$ cat config.mk
export PLATFORM = sky130hd
export DESIGN_NAME = rtu_crc16_frame_seal_check
export DESIGN_NICKNAME = d
export VERILOG_FILES = /design/src/hdl/rtu_pkg.sv /design/src/hdl/rtu_crc16_frame_seal_check.sv /design/src/hdl/rtu_frame_core.sv /design/src/hdl/rtu_res_fifo.sv
export SDC_FILE = /design/constraint.sdc
export NUM_CORES = 1
export LEC_CHECK = 0
export ABC_AREA = 0
export BUFFER_PORTS_ARGS = -buffer_cell sky130_fd_sc_hd__buf_2
export CAP_MARGIN = 40
export CORE_MARGIN = 4
export CORE_UTILIZATION = 55
export CTS_BUF_LIST = sky130_fd_sc_hd__clkbuf_2
export DETAILED_ROUTE_END_ITERATION = 8
export PLACE_DENSITY = 0.72
export SLEW_MARGIN = 20
export SYNTH_ARGS = -nofsm -noshare
export SYNTH_HDL_FRONTEND = slang
export SYNTH_SLANG_ARGS = --single-unit
$ cat constraint.sdc
create_clock -name clk -period 7.8 [get_ports clk]
set_input_delay 1.17 -clock clk [delete_from_list [all_inputs] [get_ports clk]]
set_output_delay 1.17 -clock clk [all_outputs]
set_load 0.02 [all_outputs]
$ cat src/hdl/rtu_pkg.sv
// Shared types, constants and CRC function for the RTU CRC-16 frame sealer/checker.
package rtu_pkg;

  localparam logic [15:0] CRC_PRESET = 16'hFFFF;
  localparam logic [15:0] CRC_POLY   = 16'hA001;
  localparam logic [2:0]  MIN_FRAME  = 3'd4;
  localparam logic [2:0]  FCS_BYTES  = 3'd2;

  localparam int MAX_PUSH   = 3;
  localparam int FIFO_DEPTH = 8;
  localparam int FIFO_AW    = $clog2(FIFO_DEPTH);
  localparam int FIFO_CW    = $clog2(FIFO_DEPTH + MAX_PUSH + 1);

  typedef logic [1:0] cfg_idx_t;
  localparam cfg_idx_t REG_MODE            = 2'd0;
  localparam cfg_idx_t REG_STATION_ADDRESS = 2'd1;

  typedef enum logic {
    MODE_SEAL  = 1'b0,
    MODE_CHECK = 1'b1
  } mode_t;

  typedef enum logic [1:0] {
    ST_OK       = 2'd0,
    ST_SHORT    = 2'd1,
    ST_BAD_ADDR = 2'd2,
    ST_BAD_CRC  = 2'd3
  } status_t;

  typedef struct packed {
    logic [7:0] byte_out;
    logic       is_last;
    status_t    status;
  } res_t;

  typedef struct packed {
    logic [1:0]       n;
    res_t [MAX_PUSH-1:0] res;
  } bundle_t;

  function automatic logic [15:0] crc16_byte(input logic [15:0] crc, input logic [7:0] b);
    logic [15:0] c;
    c = crc ^ {8'h00, b};
    for (int k = 0; k < 8; k++) begin
      c = c[0] ? ((c >> 1) ^ CRC_POLY) : (c >> 1);
    end
    return c;
  endfunction

endpackage

$ cat src/hdl/rtu_crc16_frame_seal_check.sv
// Top level of the RTU CRC-16 frame sealer and checker.
// Input channel in_*: one frame byte per item, tdata = data_byte, tlast = end_of_frame.
// Output channel out_*: tdata = byte_out, tlast = is_last, tuser = status.
// Configuration channel cfg_*: index 0 = mode (0 seal, 1 check), index 1 = station address;
// cfg_ready is always high, other indexes are ignored. Writing mode clears the frame state.
// Seal mode: each byte is echoed; the last byte is followed by CRC low and CRC high (tlast).
// Check mode: no result per byte; the last byte yields one verdict with tdata zero,
// tlast high and tuser = ok, too short, wrong address or CRC mismatch.
// A result passes through the input register, then the result queue, before it appears.
// Throughput: one item per cycle while in_tready is high, set by the combinational byte
// CRC update; a sealed frame end adds two output results, drained by the eight-entry
// result queue. in_tready depends only on registered queue occupancy and input stage valid.
// When the receiver stalls the queue fills and in_tready drops once fewer than three
// free entries remain beyond the item in the input register.
// Reset (rst_n low, synchronous) empties the queue, drops any frame in progress and
// restores mode = check and station address = 1.
module rtu_crc16_frame_seal_check (
  input  logic       clk,
  input  logic       rst_n,
  input  logic       in_tvalid,
  output logic       in_tready,
  input  logic [7:0] in_tdata,   // [7:0] data_byte
  input  logic       in_tlast,
  output logic       out_tvalid,
  input  logic       out_tready,
  output logic [7:0] out_tdata,  // [7:0] byte_out
  output logic       out_tlast,
  output logic [1:0] out_tuser,  // [1:0] status
  input  logic       cfg_valid,
  output logic       cfg_ready,
  input  logic [1:0] cfg_index,
  input  logic [7:0] cfg_data
);

  logic             acc;
  logic             stg_v;
  logic             room;
  rtu_pkg::bundle_t push;
  rtu_pkg::res_t    head;

  assign cfg_ready = 1'b1;
  assign in_tready = room;
  assign acc       = in_tvalid && in_tready;

  rtu_frame_core u_core (
    .clk          (clk),
    .rst_n        (rst_n),
    .acc          (acc),
    .data_byte    (in_tdata),
    .end_of_frame (in_tlast),
    .cfg_we       (cfg_valid && cfg_ready),
    .cfg_index    (rtu_pkg::cfg_idx_t'(cfg_index)),
    .cfg_data     (cfg_data),
    .stg_v        (stg_v),
    .push         (push)
  );

  rtu_res_fifo u_fifo (
    .clk       (clk),
    .rst_n     (rst_n),
    .push      (push),
    .rsv       (stg_v),
    .room      (room),
    .out_valid (out_tvalid),
    .out_ready (out_tready),
    .out_res   (head)
  );

  assign out_tdata = head.byte_out;
  assign out_tlast = head.is_last;
  assign out_tuser = 2'(head.status);

endmodule

$ cat src/hdl/rtu_frame_core.sv
// Input register, configuration registers and per-byte frame logic producing result bundles.
module rtu_frame_core (
  input  logic                clk,
  input  logic                rst_n,
  input  logic                acc,
  input  logic [7:0]          data_byte,
  input  logic                end_of_frame,
  input  logic                cfg_we,
  input  rtu_pkg::cfg_idx_t   cfg_index,
  input  logic [7:0]          cfg_data,
  output logic                stg_v,
  output rtu_pkg::bundle_t    push
);

  logic          stg_v_r;
  logic [7:0]    stg_byte_r;
  logic          stg_eof_r;

  rtu_pkg::mode_t mode_r, mode_nxt;
  logic [7:0]    sta_r, sta_nxt;
  logic [15:0]   crc_r, crc_nxt;
  logic [7:0]    tail0_r, tail0_nxt;
  logic [7:0]    tail1_r, tail1_nxt;
  logic [2:0]    cnt_r, cnt_nxt;
  logic          aok_r, aok_nxt;

  logic [15:0]   crc_seal;
  logic [15:0]   crc_chk;
  rtu_pkg::status_t st;

  assign stg_v    = stg_v_r;
  assign crc_seal = rtu_pkg::crc16_byte(crc_r, stg_byte_r);
  assign crc_chk  = rtu_pkg::crc16_byte(crc_r, tail0_r);

  always_comb begin
    mode_nxt  = mode_r;
    sta_nxt   = sta_r;
    crc_nxt   = crc_r;
    tail0_nxt = tail0_r;
    tail1_nxt = tail1_r;
    cnt_nxt   = cnt_r;
    aok_nxt   = aok_r;
    st        = rtu_pkg::ST_OK;
    push      = '0;

    if (stg_v_r) begin
      if (mode_r == rtu_pkg::MODE_SEAL) begin
        crc_nxt = crc_seal;
        push.n  = 2'd1;
        push.res[0] = '{byte_out: stg_byte_r, is_last: 1'b0, status: rtu_pkg::ST_OK};
        if (stg_eof_r) begin
          push.n = 2'd3;
          push.res[1] = '{byte_out: crc_seal[7:0], is_last: 1'b0, status: rtu_pkg::ST_OK};
          push.res[2] = '{byte_out: crc_seal[15:8], is_last: 1'b1, status: rtu_pkg::ST_OK};
        end
      end else begin
        if (cnt_r == 3'd0) begin
          aok_nxt = (stg_byte_r == sta_r);
        end
        if (cnt_r >= rtu_pkg::FCS_BYTES) begin
          crc_nxt = crc_chk;
        end
        tail0_nxt = tail1_r;
        tail1_nxt = stg_byte_r;
        if (cnt_r < rtu_pkg::MIN_FRAME) begin
          cnt_nxt = cnt_r + 3'd1;
        end
        if (stg_eof_r) begin
          if (cnt_nxt < rtu_pkg::MIN_FRAME) begin
            st = rtu_pkg::ST_SHORT;
          end else if (!aok_nxt) begin
            st = rtu_pkg::ST_BAD_ADDR;
          end else if (tail0_nxt != crc_nxt[7:0] || tail1_nxt != crc_nxt[15:8]) begin
            st = rtu_pkg::ST_BAD_CRC;
          end
          push.n = 2'd1;
          push.res[0] = '{byte_out: 8'h00, is_last: 1'b1, status: st};
        end
      end
      if (stg_eof_r) begin
        crc_nxt   = rtu_pkg::CRC_PRESET;
        tail0_nxt = '0;
        tail1_nxt = '0;
        cnt_nxt   = '0;
        aok_nxt   = 1'b0;
      end
    end

    if (cfg_we) begin
      unique case (cfg_index)
        rtu_pkg::REG_MODE: begin
          mode_nxt  = rtu_pkg::mode_t'(cfg_data[0]);
          crc_nxt   = rtu_pkg::CRC_PRESET;
          tail0_nxt = '0;
          tail1_nxt = '0;
          cnt_nxt   = '0;
          aok_nxt   = 1'b0;
        end
        rtu_pkg::REG_STATION_ADDRESS: begin
          sta_nxt = cfg_data;
        end
        default: begin
        end
      endcase
    end
  end

  always_ff @(posedge clk) begin
    if (!rst_n) begin
      stg_v_r <= 1'b0;
      mode_r  <= rtu_pkg::MODE_CHECK;
      sta_r   <= 8'd1;
      crc_r   <= rtu_pkg::CRC_PRESET;
      tail0_r <= '0;
      tail1_r <= '0;
      cnt_r   <= '0;
      aok_r   <= 1'b0;
    end else begin
      stg_v_r <= acc;
      mode_r  <= mode_nxt;
      sta_r   <= sta_nxt;
      crc_r   <= crc_nxt;
      tail0_r <= tail0_nxt;
      tail1_r <= tail1_nxt;
      cnt_r   <= cnt_nxt;
      aok_r   <= aok_nxt;
    end
  end

  always_ff @(posedge clk) begin
    if (acc) begin
      stg_byte_r <= data_byte;
      stg_eof_r  <= end_of_frame;
    end
  end

endmodule

$ cat src/hdl/rtu_res_fifo.sv
// Result queue taking up to three results a cycle and presenting one result a cycle while the receiver is ready.
module rtu_res_fifo (
  input  logic             clk,
  input  logic             rst_n,
  input  rtu_pkg::bundle_t push,
  input  logic             rsv,
  output logic             room,
  output logic             out_valid,
  input  logic             out_ready,
  output rtu_pkg::res_t    out_res
);

  rtu_pkg::res_t mem_r [rtu_pkg::FIFO_DEPTH];

  logic [rtu_pkg::FIFO_AW-1:0] wr_ptr_r, wr_ptr_nxt;
  logic [rtu_pkg::FIFO_AW-1:0] rd_ptr_r, rd_ptr_nxt;
  logic [rtu_pkg::FIFO_CW-1:0] cnt_r, cnt_nxt;
  logic                        pop;
  logic [rtu_pkg::FIFO_CW-1:0] pending;

  assign out_valid = (cnt_r != '0);
  assign out_res   = mem_r[rd_ptr_r];
  assign pop       = out_valid && out_ready;
  assign pending   = cnt_r + (rsv ? rtu_pkg::FIFO_CW'(rtu_pkg::MAX_PUSH) : '0);
  assign room      = (pending <= rtu_pkg::FIFO_CW'(rtu_pkg::FIFO_DEPTH - rtu_pkg::MAX_PUSH));

  always_comb begin
    wr_ptr_nxt = wr_ptr_r + rtu_pkg::FIFO_AW'(push.n);
    rd_ptr_nxt = rd_ptr_r + rtu_pkg::FIFO_AW'(pop);
    cnt_nxt    = cnt_r + rtu_pkg::FIFO_CW'(push.n) - rtu_pkg::FIFO_CW'(pop);
  end

  always_ff @(posedge clk) begin
    if (!rst_n) begin
      wr_ptr_r <= '0;
      rd_ptr_r <= '0;
      cnt_r    <= '0;
    end else begin
      wr_ptr_r <= wr_ptr_nxt;
      rd_ptr_r <= rd_ptr_nxt;
      cnt_r    <= cnt_nxt;
    end
  end

  always_ff @(posedge clk) begin
    for (int k = 0; k < rtu_pkg::MAX_PUSH; k++) begin
      if (2'(k) < push.n) begin
        mem_r[wr_ptr_r + rtu_pkg::FIFO_AW'(k)] <= push.res[k];
      end
    end
  end

endmodule

Word-level counts from Yosys, hierarchy flattened
Memory sizes are Yosys's and may differ from the RTL's. A register that Yosys moved wholly into a read port is not among the register bits.
Index checks and enable logic that the tools add are counted.
{"block": "word_totals", "word_cells": 127, "ramBits": 88, "input_bits": 24, "out_inout_bits": 14, "n_memories": 1, "reg_bits": 65}
{"block": "classes", "bitwise": 18, "n_reduce_logical": 8, "eq_ne": 4, "muxes": 68, "magnitude_cmp": 7, "add_sub_neg": 8}
{"memory": "u_fifo.mem_r", "words": 8, "width": 11, "read_ports": 1, "rd_ports_with_merged_regs": 1, "write_ports": 3, "line": "rtu_res_fifo.sv:13", "text": "rtu_pkg::res_t mem_r [rtu_pkg::FIFO_DEPTH];"}
{"op": "$mux W16", "count": 24}
{"op": "$mux W8", "count": 10}
{"op": "$not A2 Y3", "count": 16}
{"op": "$mux W35", "count": 1}
{"op": "$xor A16 B8 Y16", "count": 2}
{"op": "$mux W3", "count": 10}
{"op": "$mux W24", "count": 1}
{"op": "$mux W22", "count": 1}
{"op": "$ne A8 B8 Y1", "count": 2}
{"op": "$mux W1", "count": 15}
{"op": "$mux W11", "count": 1}
{"op": "$mux W2", "count": 5}
{"op": "$eq A8 B8 Y1", "count": 1}
{"op": "$add A3 B1 Y3 const B", "count": 2}
{"op": "$lt A3 B3 Y1 const B", "count": 2}
{"op": "$add A4 B2 Y4", "count": 1}
{"op": "$add A4 B4 Y4", "count": 1}
{"op": "$le A4 B3 Y1 const B", "count": 1}
{"op": "$lt A1 B2 Y1 const A", "count": 2}
{"op": "$reduce_and A2 Y1", "count": 2}
{"op": "$reduce_bool A4 Y1", "count": 1}
{"op": "$sub A4 B1 Y4", "count": 1}
{"op": "$add A3 B1 Y3", "count": 1}
{"op": "$add A3 B2 Y3", "count": 1}
{"op": "other kinds (8)", "count": 9}

Logic depth before layout (Yosys ltp)
{"block": "depth", "depth_word": 31, "mapped_depth": 11}

Cells and area by module
Synthesis repeated with hierarchy kept, for this count alone.
{"block": "hier_totals", "hier_cells": 1135, "hier_area_um2": 10415.0}
{"mod": "rtu_res_fifo", "instances": 1, "seq_area_each_um2": 2842.7, "cells_per_inst": 722, "area_each_um2": 6837.8}
{"mod": "rtu_frame_core", "instances": 1, "seq_area_each_um2": 1191.1, "cells_per_inst": 410, "area_each_um2": 3559.7}
{"mod": "rtu_crc16_frame_seal_check", "instances": 1, "seq_area_each_um2": 0.0, "cells_per_inst": 3, "area_each_um2": 17.5}

Worst setup path before layout
No wires, ideal clock.
{"block": "synth_path", "path_type": "register to output", "start": "register u_core.stg_v_r, in the netlist u_core.stg_v", "end": "output in_tready", "t_required_ps": 6630, "stages_incl_launch_ff": 8, "path_slack_ps": 4724, "path_buffers": 2, "arrival_time_ps": 1906, "cell_sequence": "dfxtp_1 clkbuf_1 inv_1 clkbuf_1 fa_1 xor2_1 o32ai_1 nor2b_1"}
{"block": "synth_via", "elab_chain_len": 3}
{"item": "start: declaration", "line": "rtu_frame_core.sv:15", "text": "logic stg_v_r;"}
{"item": "start signal: assignment", "line": "rtu_frame_core.sv:110", "text": "stg_v_r <= 1'b0;"}
{"item": "start signal: assignment", "line": "rtu_frame_core.sv:119", "text": "stg_v_r <= acc;"}
{"item": "$mux W2", "line": "rtu_res_fifo.sv:24", "text": "assign pending = cnt_r + (rsv ? rtu_pkg::FIFO_CW'(rtu_pkg::MAX_PUSH) : '0);"}
{"item": "$add A4 B4 Y4", "line": "rtu_res_fifo.sv:24"}
{"item": "$le A4 B3 Y1", "line": "rtu_res_fifo.sv:25", "text": "assign room = (pending <= rtu_pkg::FIFO_CW'(rtu_pkg::FIFO_DEPTH - rtu_pkg::MAX_PUSH));"}
{"item": "end: declaration", "line": "rtu_crc16_frame_seal_check.sv:21", "text": "output logic in_tready,"}
Every way passes these cells.

Final worst setup path
Same ends and word-level chain as after synthesis.

==> flow_metrics.env <==
export IMPL_coreArea_sq_mm=0.0159
export IMPL_finalCriticalPeriod_ps=4340
export IMPL_clk_pin_slew_worst_paths_ps=240
export IMPL_fmax_mhz=231
export IMPL_synth_seq_area_share_pct=43.6
export IMPL_cts_sinks=153
export IMPL_drt_initial_drc_count=1035
export IMPL_worstMarginPinSlew_ps=870
export IMPL_routed_via_density=6.35
export IMPL_finalHoldViolCount=0
export IMPL_rr_startpoint="u_core.stg_v"
export IMPL_r2r_end="u_fifo.mem_r[1][2]"
export IMPL_core_rowCount=46
export IMPL_holdPathEnd="u_core.tail0_r[4]"
export IMPL_cp_end_kind="output port"
export IMPL_intPower_mw=1.31
export IMPL_grt_overflow_total=0
export IMPL_antenna_found_initial=1
export IMPL_post_dp_cell_area_sq_mm=0.00910
export IMPL_crit_fanout=22
export IMPL_cts_hold_buf=0
export IMPL_crit_type="reg2out"
export IMPL_rsz0062_at_grt="no"
export IMPL_num_fill_cells=1420
export IMPL_port_buffers=36
export IMPL_ys_ff_latch=153
export IMPL_finalWeightedCongestion=1.05
export IMPL_p_clk_share_pct=20.3
export IMPL_root_buffer="clkbuf_2"
export IMPL_fin_crit_sh_pct=55.6
export IMPL_syn_avg_cell_area_sq_um=10.2
export IMPL_grt_pass1_vias=6481
export IMPL_grt_max_degree=30
export IMPL_final_layout_size_suffix_gt1_share_pct=16.7
export IMPL_whs_path_depth=2
export IMPL_drtAntennaViolNets=0
export IMPL_relSlewSlack_pct=41.5
export IMPL_wl_mm=24.0
export IMPL_syn_area_sq_mm=0.00889
export IMPL_reg2reg_slack_ps=3960
export IMPL_first_pass_iters=7
export IMPL_dieHeight_um=135
export IMPL_total_power_mw=2.15
export IMPL_holdCritStartpoint="u_core.tail1_r[4]"
export IMPL_vias=7084
export IMPL_yosysWarnings=0
export IMPL_worstSkewPairLatency_ps=760
export IMPL_cts_inserted_buffers=17
export IMPL_synth_edff_count=81
export IMPL_synth_top_area_share_pct=27.4
export IMPL_grt_pass1_wl_mm=37.3
export IMPL_power_frac_comb_pct=34.2
export IMPL_rr_worst_depth=7
export IMPL_synthFlopType="edfxtp_1"
export IMPL_status="finished, final reports clean"
export IMPL_h_tree_depth=4
export IMPL_peakVddDrop_mv=0.190
export IMPL_boundaryPins=38
export IMPL_switchingPower_mw=0.845
export IMPL_synth_largest_area_cell="edfxtp_1"
export IMPL_die_width_um=135
export IMPL_start_util_pct=56.0
export IMPL_area_growth_pct=5.08
export IMPL_post_cts_buffers=0
export IMPL_fin_setup_tns_ps=0
export IMPL_hpwl_mm=17.5
export IMPL_layout_nets=926
export IMPL_worstSetupStartpointType="flop"
export IMPL_leakagePower_nw=3.29
export IMPL_synth_async_reset_ratio_pct=0
export IMPL_p_sw_share_pct=39.2
export IMPL_critical_path_arrival_ps=3170
export IMPL_hp_class="reg2reg"
export IMPL_drc=0
export IMPL_synth_fp_nets=916
export IMPL_grt_util_all_layers_pct=26.9
export IMPL_slew_viol_final=0
export IMPL_syn_inst=875
export IMPL_yosysUniqueCellTypes=69
export IMPL_pre_cts_slack_ps=4160
export IMPL_cts_resized=0
export IMPL_die_area_sq_mm=0.0183
export IMPL_clock_path_buffers=2
export IMPL_routedWlPerCell_um=21.5
export IMPL_synthTopCellsByArea="edfxtp_1 (27%), dfxtp_1 (16%), mux4_2 (5.6%)"
export IMPL_max_cap_violations=0
export IMPL_setup_viol=0
export IMPL_power_density_mw_per_mm2=231
export IMPL_skew_ps=38.6
export IMPL_crit_required_ps=6630
export IMPL_cts_tree="built"
export IMPL_finalInstanceArea_sq_mm=0.00934
export IMPL_setup_ws_ps=3460
export IMPL_p_seq_share_pct=45.5
[worst max-delay path by stage]
stage | start | endpoint | slack [ps] | depth (start not counted)
after global placement | u_core.stg_v | u_fifo.mem_r[1][6] | 4250 | 7
after floorplan | u_core.stg_v | in_tready | 4720 | 7
final | u_core.stg_v | in_tready | 3460 | 6
after global routing | u_core.stg_v | in_tready | 3150 | 6
after CTS | u_core.stg_v | in_tready | 3460 | 6
after detailed placement | u_core.stg_v | u_fifo.mem_r[1][4] | 4160 | 7
[critical path, cell delays in order, from the launching register on]
cell     delay (ps)
dfxtp_1         870
inv_1           420
fa_1            520
xor2_1          150
o32ai_1         110
nor2b_1         160
buf_2           190
[cell type report]
type	count	area [sq um]	area share, %
Clock inverter	14	138	1.47
Tap cell	216	270	2.89
Clock buffer	18	90.1	0.964
Multi-Input combinational cell	636	4590	49.1
Inverter	28	105	1.12
Timing Repair Buffer	49	273	2.92
Sequential cell	153	3870	41.5
Antenna cell	1	2.50	0.0268
[cell usage after synthesis, types with 4 or more instances]
| cell | instances |
|---|---|
| a21oi_1 | 54 |
| a221o_1 | 9 |
| a22oi_1 | 17 |
| a31oi_1 | 9 |
| and2_1 | 13 |
| buf_1 | 4 |
| buf_2 | 7 |
| clkbuf_1 | 35 |
| clkbuf_8 | 7 |
| dfxtp_1 | 72 |
| edfxtp_1 | 81 |
| ha_1 | 14 |
| inv_1 | 26 |
| mux2_2 | 11 |
| mux2i_1 | 13 |
| mux4_2 | 22 |
| nand2_1 | 110 |
| nand3_1 | 34 |
| nand4_1 | 5 |
| nor2_1 | 57 |
| nor2b_1 | 14 |
| nor3_1 | 13 |
| o21ai_0 | 49 |
| o21ai_1 | 5 |
| o21ai_2 | 8 |
| o221a_2 | 4 |
| o221ai_1 | 20 |
| o22a_1 | 5 |
| o22ai_1 | 18 |
| xnor2_1 | 45 |
| xnor2_2 | 8 |
| xnor3_1 | 4 |
| xor2_1 | 20 |
[routing by layer]
| metal | up-vias | GRT usage (%) | share of wire [%] |
|---|---|---|---|
| li1 | 3239 | - | - |
| met1 | 3270 | 38.7 | 41 |
| met2 | 493 | 41.2 | 44 |
| met3 | 82 | 4.53 | 11 |
| met4 | 0 | 9.91 | 4.3 |
| met5 | - | 0 | 0 |
[power by group through the flow]
stage | clock [mW] | sequential, mW | combinational (mW)
after floorplan | 0 | 0.930 | 0.573
after global placement | 0 | 0.993 | 0.710
after detailed placement | 0 | 0.995 | 0.726
after CTS | 0.442 | 0.978 | 0.729
after global routing | 0.481 | 0.986 | 0.791
final | 0.438 | 0.980 | 0.737
[cells by family (layout without fill, tap and decap cells)]
logic type	after synthesis	in the layout	share of synthesized area (%)
buffers and inverters	86	109	4.81
DFF	153	153	43.6
and+or+nand+nor	271	271	14.4
AOI/OAI and AO/OA	221	221	16.5
adders and majority gates	17	17	2.65
muxes	47	47	8.58
other	1	2	0.0422
xor gates and xnor gates	79	79	9.37
[registers in the layout (all words and copies together), names as in the netlist, 3 cells and up]
register	count
u_core.tail1_r	8
u_core.stg_byte_r	8
u_fifo.mem_r	88
u_fifo.rd_ptr_r	3
u_fifo.cnt_r	4
u_core.sta_r	8
u_core.cnt_r	3
u_fifo.wr_ptr_r	3
u_core.tail0_r	8
u_core.crc_r	16
[layout by cell type, fill, tap and decap left out, drive strengths merged, types with 14 or more instances in the layout]
master	instances
nor2	57
mux4	22
o22ai	18
o221ai	20
nor2b	14
a22oi	17
xor2	22
edfxtp	81
nand2	110
clkbuf	20
a21oi	54
mux2i	14
dfxtp	72
nand3	35
xnor2	53
ha	14
buf	47
inv	32
o21ai	62
[through the flow]
stage / hold slack, ps / utilization (%) / std cells
floorplan: 421 / - / 875
global placement: 439 / 57.0 / 1073
detailed placement: 442 / 57.3 / 1080
CTS: 476 / 58.7 / 1112
global route: 485 / 58.8 / 1115
finish: 470 / 58.8 / 1115
Note: power is estimated with default switching activity, not from simulation.
